## src/pem_pkg.sv

```systemverilog
package pem_pkg;

    localparam int MAX_WIDTH_DEF    = 4096;
    localparam int HEIGHT_LIMIT     = 4096;
    localparam int FRAME_WIDTH_RST  = 640;
    localparam int FRAME_HEIGHT_RST = 480;
    localparam int CFG_DATA_W       = 13;
    localparam int CFG_INDEX_W      = 1;
    localparam int ROW_W            = 12;

    localparam logic [CFG_INDEX_W-1:0] REG_FRAME_WIDTH  = 1'b0;
    localparam logic [CFG_INDEX_W-1:0] REG_FRAME_HEIGHT = 1'b1;

    localparam logic OP_PIXEL = 1'b0;
    localparam logic OP_FLUSH = 1'b1;

    localparam int GX_W   = 11;
    localparam int SQ_W   = 21;
    localparam int QDEPTH = 4;
    localparam int QPTR_W = $clog2(QDEPTH);
    localparam int QLVL_W = $clog2(QDEPTH + 1);

    typedef struct packed {
        logic                   border;
        logic                   frame_end;
        logic signed [GX_W-1:0] gx;
        logic signed [GX_W-1:0] gy;
    } job_t;

    function automatic logic [7:0] div3(input logic [7:0] x);
        logic [16:0] prod;
        prod = 17'(x) * 17'd171;
        return prod[16:9];
    endfunction

endpackage

```

## src/pem_queue.sv

```systemverilog
module pem_queue
    import pem_pkg::*;
(
    input  logic              clk,
    input  logic              rst_n,
    input  logic              wr_en,
    input  job_t              wr_job,
    input  logic              rd_en,
    output job_t              rd_job,
    output logic              empty,
    output logic [QLVL_W-1:0] level
);

    job_t               slot_reg [QDEPTH];
    logic [QPTR_W-1:0]  wr_ptr_reg, wr_ptr_next;
    logic [QPTR_W-1:0]  rd_ptr_reg, rd_ptr_next;
    logic [QLVL_W-1:0]  level_reg, level_next;
    logic               do_wr;
    logic               do_rd;

    assign empty  = (level_reg == '0);
    assign level  = level_reg;
    assign rd_job = slot_reg[rd_ptr_reg];
    assign do_wr  = wr_en && (level_reg != QLVL_W'(QDEPTH));
    assign do_rd  = rd_en && !empty;

    always_comb
    begin
        wr_ptr_next = do_wr ? wr_ptr_reg + QPTR_W'(1) : wr_ptr_reg;
        rd_ptr_next = do_rd ? rd_ptr_reg + QPTR_W'(1) : rd_ptr_reg;
        level_next  = level_reg + QLVL_W'(do_wr) - QLVL_W'(do_rd);
    end

    always_ff @(posedge clk)
    begin
        if (do_wr)
            slot_reg[wr_ptr_reg] <= wr_job;
    end

    always_ff @(posedge clk or negedge rst_n)
    begin
        if (!rst_n)
        begin
            wr_ptr_reg <= '0;
            rd_ptr_reg <= '0;
            level_reg  <= '0;
        end
        else
        begin
            wr_ptr_reg <= wr_ptr_next;
            rd_ptr_reg <= rd_ptr_next;
            level_reg  <= level_next;
        end
    end

endmodule

```

## config.mk

```make
export PLATFORM = sky130hd
export DESIGN_NAME = pem_queue
export DESIGN_NICKNAME = d
export VERILOG_FILES = /design/src/pem_pkg.sv /design/src/pem_queue.sv
export SDC_FILE = /design/constraint.sdc
export NUM_CORES = 1
export LEC_CHECK = 0
export BUFFER_PORTS_ARGS = -buffer_cell sky130_fd_sc_hd__buf_4
export CORE_UTILIZATION = 61
export CTS_BUF_LIST = sky130_fd_sc_hd__clkbuf_16
export DETAILED_ROUTE_END_ITERATION = 6
export GPL_ROUTABILITY_DRIVEN = 0
export GPL_TIMING_DRIVEN = 0
export HOLD_SLACK_MARGIN = 0.03
export PLACE_DENSITY = 0.95
export SYNTH_ARGS = -nofsm -noshare
export SYNTH_HDL_FRONTEND = slang
export SYNTH_SLANG_ARGS = --single-unit
export TNS_END_PERCENT = 5
```

## constraint.sdc

```tcl
create_clock -name clk -period 6.35 [get_ports clk]
set_clock_uncertainty 0.15 [all_clocks]
set_input_delay 1.27 -clock clk [delete_from_list [all_inputs] [get_ports clk]]
set_output_delay 1.27 -clock clk [all_outputs]
set_load 0.01 [all_outputs]
```

==> reports/summary.log <==
[setup_path] Max stage delay cell, worst path sky130_fd_sc_hd__mux4_2
[setup_path] slack of the worst reg-to-reg path 3.88 ns
[power] power density over cell area 479.4 nW/µm²
[grt] pin count of the biggest net entering global routing 25
[sta] Worst Hold Slack 0.4620 ns
[synth] Post-Syn Instances 167
[worst_hold_path] path type of the worst min-delay path reg2reg
[synth] commonest cells in the synthesized netlist sky130_fd_sc_hd__edfxtp_1, sky130_fd_sc_hd__mux4_2, sky130_fd_sc_hd__dfrtp_1
[sta] time the final worst path needs with I/O delays and setup 3.171 ns
[clocking] quantity of gates resized following cts 0
[clocking] deepest clock path buffer count 2
[setup_path] cell-by-cell listing of the critical path buf_2, buf_2, mux4_2, buf_4
[sta] Max-Slew Margin vs Limit 11.64%
[placement] setup slack after placement 3.301 ns
[synth] Post-synth top flop sky130_fd_sc_hd__edfxtp_1
[setup_path] Worst EP required 4.93 ns
[setup_path] maximum fanout along the worst path 10
[synth] Seq cells post-synth 103
[setup_path] count of cells along the worst register-to-register path 9
[setup_path] CP Capture Type primary output
[grt] Global Route Usage Sum 22.64%
[clocking] insertion delay of the later-clocked pin in the worst-skew pair 0.33 ns
[detailed_routing] mean number of vias per cell 6.067
[synth] post-synthesis sequential area ratio 76.93%
[setup_path] worst setup path endpoint rd_job[15]
[floorplan] Die Area 6843 µm²
[layout] Largest register FFs 96
[sta] Final Slew Violations 0
[placement] final HPWL from detailed placement 4403 µm
[setup_path] Critical Path Stages 4
[clocking] number of hold-repair buffers added at the cts stage 0
[detailed_routing] number of DRC markers in iteration 0 124
[grt] wire length of the first global-routing pass 10,540 µm
[synth] cell area after synthesis 3975 µm²
[setup_path] crit path DAT 1.75 ns
[clocking] Post-CTS Setup Repair Bufs 0
[sta] number of endpoints failing setup at the final stage 0
[clocking] CTS root buf sky130_fd_sc_hd__clkbuf_16
[sta] portion of the clock cycle consumed by the worst path in the final layout 49.93%
[placement] Port Buffer Count 55
[sta] RSZ-0062 raised after global routing no
[setup_path] worst flop-to-flop path startpoint level[2]
[synth] area share of the leading cell type in the synthesized netlist 72.52%
[grt] final global-route overflow total 0
[run_status] outcome completed
[detailed_routing] detailed-route via count 1,911
[detailed_routing] DRT Wirelength 7164 µm
[clocking] clock slew seen by the registers of the worst setup and hold paths 0.07 ns
[floorplan] number of ports placed on the die boundary 56
[grt] number of antenna violations at the first check in global routing 0
[placement] placed instance area 4484 µm²
[setup_path] Crit Reg-Reg Endpoint level[2]
[power] P_leak 1.739 nW
[synth] leading cell type by number of instances after synthesis sky130_fd_sc_hd__edfxtp_1
[grt] via count of the first global-routing pass 1,917
[flow_run] reported max-cap violation count 0
[layout] fraction of final layout cells sized beyond drive strength 1 40.34%
[detailed_routing] ANT nets after route 0
[sta] Total Neg Setup Slack 0 ns
[power] IR Drop Worst-Case VDD 0.2749 mV
[setup_path] kind of critical path reg2out
[layout] antenna diode count 0
[synth] Avg Inst Size Synth 23.80 µm²
[layout] final core occ 76.22%
[sta] maximum clock frequency 0.3154 GHz
[setup_path] Buf/Inv on CP 3
[synth] Synth Warn # 0
[synth] Mapped Nets 202
[setup_path] library cell appearing most often on the critical path sky130_fd_sc_hd__buf_2
[clocking] number of buffers created by CTS 9
[layout] net count of the finished layout 268
[detailed_routing] DRC errors left 0
[floorplan] die extent in y 82.73 µm
[layout] area overhead of the layout relative to synthesis 21.06%
[layout] final standard cell area without fillers 4812 µm²
[setup_path] worst setup path start rd_ptr_reg[1]
[sta] worst-margin pin slew 1.325 ns
[detailed_routing] DRT Pass-1 Iters 4
[detailed_routing] Avg WL per Cell 22.74 µm
[sta] endpoints failing hold 0
[clocking] Max H-tree Level 3
[synth] Synth cell types 20
[layout] fill count 334
[floorplan] Core Area 6314 µm²
[synth] Post-synth EDFFs 96
[setup_path] startpoint type of the worst setup path flip-flop
[setup_path] Top Family by Delay on Critical Path buffers and inverters
[synth] leading cell types by total area after synthesis sky130_fd_sc_hd__edfxtp_1, sky130_fd_sc_hd__mux4_2, sky130_fd_sc_hd__dfrtp_1
[clocking] CTS sink cnt 103
[floorplan] Starting Density 62.96%
[sta] final critical-path setup slack 3.179 ns
[setup_path] crit-path max cell delay 0.38 ns
[synth] cell taking the most area after synthesis sky130_fd_sc_hd__edfxtp_1
[floorplan] number of rows in the core area 29
[synth] FFs w/ async S/R, synth 6.796%
[clocking] TritonCTS clock tree built
[floorplan] die width 82.73 µm
## tightest hold or removal path: stages, from the launching register on
cell	delay, ns
sky130_fd_sc_hd__dfrtp_1	0.42
sky130_fd_sc_hd__nand2b_1	0.07
sky130_fd_sc_hd__o211ai_1	0.08
## worst min-delay path by stage
stage	end	from	slack, ns	cells past startpoint
after detailed placement	wr_ptr_reg[1]	wr_ptr_reg[1]	0.45	2
after global routing	wr_ptr_reg[1]	wr_ptr_reg[1]	0.50	2
after global placement	wr_ptr_reg[1]	wr_ptr_reg[1]	0.43	2
final	wr_ptr_reg[1]	wr_ptr_reg[1]	0.46	2
after floorplan	wr_ptr_reg[1]	wr_ptr_reg[1]	0.39	2
after CTS	wr_ptr_reg[1]	wr_ptr_reg[1]	0.46	2
## per-stage QoR
| step | std cells | power [mW] |
|---|---|---|
| floorplan | 167 | 1.425 |
| finish | 315 | 2.307 |
| detailed placement | 299 | 1.740 |
| CTS | 315 | 2.330 |
| global route | 315 | 2.411 |
| global placement | 299 | 1.695 |
## layout by cell type (no fill, tap or decap), types with 2 or more instances in the layout
master,synthesis,routed
sky130_fd_sc_hd__inv_1,6,6
sky130_fd_sc_hd__clkinv_4,0,2
sky130_fd_sc_hd__o211ai_1,2,2
sky130_fd_sc_hd__nand4bb_1,2,2
sky130_fd_sc_hd__inv_6,0,2
sky130_fd_sc_hd__bufinv_16,0,2
sky130_fd_sc_hd__dfrtp_1,7,7
sky130_fd_sc_hd__buf_2,3,3
sky130_fd_sc_hd__mux4_1,6,6
sky130_fd_sc_hd__clkbuf_16,0,9
sky130_fd_sc_hd__xnor2_1,4,4
sky130_fd_sc_hd__ha_1,6,6
sky130_fd_sc_hd__nand2b_1,4,4
sky130_fd_sc_hd__edfxtp_1,96,96
sky130_fd_sc_hd__buf_4,0,55
sky130_fd_sc_hd__buf_12,2,2
sky130_fd_sc_hd__and3b_1,4,4
sky130_fd_sc_hd__mux4_2,18,18
## cells by family after synthesis
family / after synthesis / synth area share (%)
compound gates: 4 / 0.7869
xor+xnor: 4 / 0.8812
fa+ha+maj: 7 / 2.392
buf+inv: 12 / 2.235
flops: 103 / 76.93
mux: 24 / 14.16
simple gates: 13 / 2.612
## metal layers
layer,track usage [%],share of wire [%],vias up
met4,6.379,0.53,0
met1,30.63,40,993
met3,6.374,7.2,8
li1,-,-,827
met2,36.31,52,83
met5,0,0,-
## area by class of cell
cell class                      count  area (µm²)  area share (%)
Clock buffer                        9       225.2           4.680
Multi-Input combinational cell     52       828.3           17.21
Buffer                              6       66.31           1.378
Inverter                            6       22.52          0.4680
Tap cell                           77       96.34           2.002
Timing Repair Buffer               55       412.9           8.580
Clock inverter                      7       102.6           2.132
Sequential cell                   103        3058           63.55
## power by group
| part | leakage [nW] | internal (mW) | switching (mW) | total [mW] |
|---|---|---|---|---|
| registers | 0.962 | 0.906 | 0.0691 | 0.975 |
| logic | 0.621 | 0.392 | 0.355 | 0.747 |
| clock network | 0.157 | 0.349 | 0.236 | 0.585 |
| total | 1.74 | 1.65 | 0.660 | 2.31 |
No activity file was read; power rests on OpenSTA's default activity.
