===== config.mk =====
export PLATFORM = sky130hd
export DESIGN_NAME = pem_back
export DESIGN_NICKNAME = d
export VERILOG_FILES = /design/src/pem_pkg.sv /design/src/pem_back.sv
export SDC_FILE = /design/constraint.sdc
export NUM_CORES = 1
export LEC_CHECK = 0
export ABC_AREA = 0
export BUFFER_PORTS_ARGS = -buffer_cell sky130_fd_sc_hd__buf_2
export CORE_UTILIZATION = 40
export DETAILED_ROUTE_END_ITERATION = 16
export GPL_TIMING_DRIVEN = 0
export SLEW_MARGIN = 20
export SYNTH_ARGS = -nofsm -noshare
export SYNTH_HDL_FRONTEND = slang
export SYNTH_SLANG_ARGS = --single-unit

===== constraint.sdc =====
create_clock -name clk -period 10.3 [get_ports clk]
set_input_delay 1.545 -clock clk [delete_from_list [all_inputs] [get_ports clk]]
set_output_delay 1.545 -clock clk [all_outputs]
set_load 0.01 [all_outputs]

===== src/pem_pkg.sv =====
package pem_pkg;

    localparam int MAX_WIDTH_DEF    = 4096;
    localparam int HEIGHT_LIMIT     = 4096;
    localparam int FRAME_WIDTH_RST  = 640;
    localparam int FRAME_HEIGHT_RST = 480;
    localparam int CFG_DATA_W       = 13;
    localparam int CFG_INDEX_W      = 1;
    localparam int ROW_W            = 12;

    localparam logic [CFG_INDEX_W-1:0] REG_FRAME_WIDTH  = 1'b0;
    localparam logic [CFG_INDEX_W-1:0] REG_FRAME_HEIGHT = 1'b1;

    localparam logic OP_PIXEL = 1'b0;
    localparam logic OP_FLUSH = 1'b1;

    localparam int GX_W   = 11;
    localparam int SQ_W   = 21;
    localparam int QDEPTH = 4;
    localparam int QPTR_W = $clog2(QDEPTH);
    localparam int QLVL_W = $clog2(QDEPTH + 1);

    typedef struct packed {
        logic                   border;
        logic                   frame_end;
        logic signed [GX_W-1:0] gx;
        logic signed [GX_W-1:0] gy;
    } job_t;

    function automatic logic [7:0] div3(input logic [7:0] x);
        logic [16:0] prod;
        prod = 17'(x) * 17'd171;
        return prod[16:9];
    endfunction

endpackage


===== src/pem_back.sv =====
module pem_back
    import pem_pkg::*;
(
    input  logic       clk,
    input  logic       rst_n,
    input  logic       job_empty,
    input  job_t       job_in,
    output logic       job_pop,
    output logic       empty,
    input  logic       pop,
    output logic [7:0] out_byte0,
    output logic [7:0] out_byte1,
    output logic [7:0] out_byte2,
    output logic [7:0] out_byte3,
    output logic       frame_end
);

    localparam logic [7:0] BORDER0 = 8'd255;
    localparam logic [7:0] BORDER1 = 8'd201;
    localparam logic [7:0] BORDER2 = 8'd175;
    localparam logic [7:0] BORDER3 = 8'd158;

    typedef enum logic [3:0] {
        BK_IDLE   = 4'b0001,
        BK_SQUARE = 4'b0010,
        BK_ROOT   = 4'b0100,
        BK_HOLD   = 4'b1000
    } bk_state_t;

    bk_state_t         state_reg, state_next;
    job_t              job_reg, job_next;
    logic [SQ_W-1:0]   sq_reg, sq_next;
    logic [7:0]        root_reg, root_next;
    logic [7:0]        bit_reg, bit_next;
    logic              res_valid_reg, res_valid_next;
    logic              res_border_reg, res_border_next;
    logic [7:0]        res_mag_reg, res_mag_next;
    logic              res_end_reg, res_end_next;

    logic signed [2*GX_W-1:0] gx_sq;
    logic signed [2*GX_W-1:0] gy_sq;
    logic [7:0]               trial;
    logic [15:0]              trial_sq;

    assign gx_sq    = job_reg.gx * job_reg.gx;
    assign gy_sq    = job_reg.gy * job_reg.gy;
    assign trial    = root_reg | bit_reg;
    assign trial_sq = 16'(trial) * 16'(trial);
    assign job_pop  = (state_reg == BK_IDLE) && !job_empty;

    always_comb
    begin
        state_next      = state_reg;
        job_next        = job_reg;
        sq_next         = sq_reg;
        root_next       = root_reg;
        bit_next        = bit_reg;
        res_valid_next  = res_valid_reg;
        res_border_next = res_border_reg;
        res_mag_next    = res_mag_reg;
        res_end_next    = res_end_reg;

        if (pop && res_valid_reg)
            res_valid_next = 1'b0;

        case (state_reg)
            BK_IDLE:
            begin
                if (!job_empty)
                begin
                    job_next   = job_in;
                    state_next = job_in.border ? BK_HOLD : BK_SQUARE;
                end
            end
            BK_SQUARE:
            begin
                sq_next    = SQ_W'(gx_sq[SQ_W-1:0]) + SQ_W'(gy_sq[SQ_W-1:0]);
                root_next  = 8'd0;
                bit_next   = 8'h80;
                state_next = BK_ROOT;
            end
            BK_ROOT:
            begin
                if (SQ_W'(trial_sq) <= sq_reg)
                    root_next = trial;
                bit_next = bit_reg >> 1;
                if (bit_reg[0])
                    state_next = BK_HOLD;
            end
            BK_HOLD:
            begin
                if (!res_valid_reg || pop)
                begin
                    res_valid_next  = 1'b1;
                    res_border_next = job_reg.border;
                    res_mag_next    = root_reg;
                    res_end_next    = job_reg.frame_end;
                    state_next      = BK_IDLE;
                end
            end
            default:
            begin
                state_next = BK_IDLE;
            end
        endcase
    end

    assign empty     = !res_valid_reg;
    assign out_byte0 = res_border_reg ? BORDER0 : res_mag_reg;
    assign out_byte1 = res_border_reg ? BORDER1 : res_mag_reg;
    assign out_byte2 = res_border_reg ? BORDER2 : res_mag_reg;
    assign out_byte3 = res_border_reg ? BORDER3 : res_mag_reg;
    assign frame_end = res_end_reg;

    always_ff @(posedge clk)
    begin
        job_reg        <= job_next;
        sq_reg         <= sq_next;
        root_reg       <= root_next;
        bit_reg        <= bit_next;
        res_border_reg <= res_border_next;
        res_mag_reg    <= res_mag_next;
        res_end_reg    <= res_end_next;
    end

    always_ff @(posedge clk or negedge rst_n)
    begin
        if (!rst_n)
        begin
            state_reg     <= BK_IDLE;
            res_valid_reg <= 1'b0;
        end
        else
        begin
            state_reg     <= state_next;
            res_valid_reg <= res_valid_next;
        end
    end

endmodule


==> metrics.md <==
| Metric | Value |
|---|---|
| Vias in the first global route | between 8,000 and 9,000 |
| Post-synth EDFFs | 71 |
| Remaining DRCs | 0 |
| Critical Path RT | about 10,000 ps |
| Met1 Use GR | approximately a fifth |
| RSZ-0062 raised after global routing | no |
| First-pass GRT wire length | between 40,000 and 50,000 um |
| R2r startpoint | job_reg[10]$_DFFE_PP_ |
| Final Core Density | 44.3% |
| Crit path kind | reg -> reg |
| Most used flip-flop cell after synthesis | edfxtp_1 |
| Reg2reg setup slack | about 3100 ps |
| Worst hold endpoint | frame_end$_DFFE_PP_ |
| Critical path's top delay family | adder cells |
| CTS tree | built |
| Synth area leader | fa_1 |
| Fmax | 0.138 GHz |
| Synth Register Bits | 76 |
| Hpwl dp | roughly 22,000 um |
| GRT overflow | 0 |
| Seq/Total Area, Yosys | between 10% and 20% |
| Hold depth | 0 |
| Htree depth | 3 |
| Die height | ~180 um |
| Sequential Area | roughly 0.0023 sq mm |
| Antenna violations before repair | 0 |
| DR vias | between 8,000 and 9,000 |
| Setup_tns | 0 ps |
| Max reg flops | 24 |
| Synth top area share | 39.2% |
| Worst-margin pin slew | between 800 and 900 ps |
| Initial core utilization | about two fifths |
| Final wirelength | 25,000 um |
| I/O Pins | 63 |
| Placer congestion estimate | roughly 0.84 |
| Most Frequent Cell on Critical Path | fa_1 |
| Dominant cells by area after synthesis | fa_1, edfxtp_1, ha_1 |
| CTS root buf | clkbuf_16 |
| Worst-path maximum fanout | 11 |
| Initial DRC count | around 320 |
| Worst-path clk slew | about 70 ps |
| Worst Skew | 15.5 ps |
| Slew margin rel. | 42.9% |
| Warnings from Yosys | 0 |
| TritonRoute pass-1 iters | 6 |
| Status | completed |
| Synthesized area per cell | about 10 sq um |
| Top post-synthesis cells by count | inv_1, fa_1, ha_1, nand2_1, edfxtp_1 |
| CTS sink cnt | 76 |
| FP Rows | 65 |
| Crit path DAT | about 7300 ps |
| Nets | approximately 1,800 |
| Critical-path top delay cell | edfxtp_1 |
| Final number of hold-violating endpoints | 0 |
| Min Tclk post-route | between 7000 and 8000 ps |
| Count of pins over their slew limit | 0 |
| R2R Path End | sq_reg[20]$_DFFE_PP_ |
| Crit. Startpoint | job_reg[10]$_DFFE_PP_ |
| Largest net degree at the start of global routing | 18 |
| Port Buffers | between 60 and 70 |
| ANT nets after route | 0 |
| Die width | ~180 um |
| Startpoint Class | flop |
| Post-CTS setup buffer count | 0 |
| Clock Latency Late Sink | about 360 ps |
| Hold WC Path Type | reg -> reg |
| CP peak stage delay | 720 ps |
| Max Cap Viol | 0 |
| Period Utilization, post-route | roughly 70% |
| Worst-path cell chain | clkbuf_1 -> nand2_1 -> inv_1 -> fa_1 -> fa_1 -> fa_1 -> fa_1 -> fa_1 -> fa_1 -> inv_1 -> fa_1 -> inv_1 -> ha_1 -> a21o_1 -> a21oi_2 -> o21bai_1 -> a31o_1 -> a311oi_2 -> xnor2_1 |
| Syn nets | ~1,700 |
| Worst setup EP type | flop |
| Total CTS buffers | 9 |
| Setup violators final | 0 |
| # resized after CTS | 0 |
| Mapped cell area | roughly 0.013 sq mm |
| Async SR Flop Fraction | under 10% |
| GRT Total Usage | about 17% |
| Hold Crit Start | job_reg[22]$_DFFE_PP_ |
| Hold slack | between 400 and 500 ps |
| Netlist cell types | 54 |
| Routing usage on met2 | 30.3% |
| Core area | 0.0316 sq mm |
| GRT met3 Usage | between 2 and 2.5% |
| Routed len/inst | between 10 and 15 um |
| Worst R2R Path Depth | 19 |
| Fill cells | about 3,000 |
| Area of the multi-input gates | 0.00897 sq mm |
| Syn-to-layout area delta | 9.05% |
| Crit path buffers/inverters | 4 |
| Post-Syn Instances | approximately 1,300 |
| Top Usage Layer GRT | met2 |
| Ratio of cells with drive above 1 in the final layout | 9.04% |
| Die Area | 0.0327 sq mm |
| Antenna cells | 0 |
| Via density | about 4.6 |
| Top-count cell post-synth | inv_1 |
| CTS Buffer Depth | 2 |
| Hold_buf cts | 0 |
## how the worst max path moves through the flow
stage	slack, ps	end	cells after the start
2_1_floorplan	4060	sq_reg[20]$_DFFE_PP_	19
3_3_place_gp	3050	sq_reg[20]$_DFFE_PP_	19
3_5_place_dp	3030	sq_reg[20]$_DFFE_PP_	19
4_1_cts	3010	sq_reg[20]$_DFFE_PP_	19
5_1_grt	2770	sq_reg[20]$_DFFE_PP_	19
6_report	3060	sq_reg[20]$_DFFE_PP_	19
## metrics by stage
| step | worst slack, ps | area, sq um | std cells |
|---|---|---|---|
| 6_report | 3060 | 14000 | 1762 |
| 5_1_grt | 2770 | 14000 | 1762 |
| 4_1_cts | 3010 | 14000 | 1762 |
| 3_5_place_dp | 3030 | 13700 | 1746 |
| 3_3_place_gp | 3050 | 13600 | 1742 |
| 2_1_floorplan | 4060 | 12800 | 1278 |
## per-layer routing
metal | routed length, um | share of wire [%]
met2 | 12700 | 51
met3 | 840 | 3.4
met5 | 0 | 0
met1 | 11000 | 44
met4 | 509 | 2.0
## cell usage in the layout (no fill, tap or decap), drive strengths merged, types with 3 or more instances in the layout
cell type	instances
and2	51
xnor2	39
a21o	9
o21bai	5
nor4	3
o21a	5
buf	85
nor2b	26
nand3b	3
xor2	15
or2	12
dfrtp	4
nor2	65
nor3	11
clkbuf	33
inv	367
o22ai	3
a21oi	23
nand2b	12
or3	3
fa	251
a31oi	6
edfxtp	71
o21ai	21
ha	118
nand2	86
and3	4
## final cells by class
class / instances / area share, %
Multi-Input combinational cell: 796 / 64.2
Sequential cell: 76 / 16.2
Inverter: 363 / 9.75
Tap cell: 402 / 3.60
Timing Repair Buffer: 66 / 2.53
Buffer: 43 / 1.64
Clock buffer: 9 / 1.61
Clock inverter: 7 / 0.466
## logic make-up after synthesis
logic type               after synthesis  synth area share (%)
buffers and inverters                406                  12.4
AO/OA/AOI/OAI                         85                  4.27
adder cells (fa/ha/maj)              369                  50.8
multiplexers                           1                0.0879
flip-flops                            76                  17.6
XOR/XNOR                              54                  3.69
AND/OR/NAND/NOR                      287                  11.1
## worst reg2reg max path, stage by stage, from the launching register on
cell      delay (ps)
edfxtp_1         720
clkbuf_1         440
nand2_1          370
inv_1            390
fa_1             500
fa_1             520
fa_1             440
fa_1             570
fa_1             460
fa_1             500
inv_1             50
fa_1             520
inv_1             60
ha_1             320
a21o_1           230
a21oi_2          220
o21bai_1          90
a31o_1           230
a311oi_2         270
xnor2_1           90
Power is not shown: default switching activity piles up to over one toggle a cycle in this logic, so the estimate is an artifact.
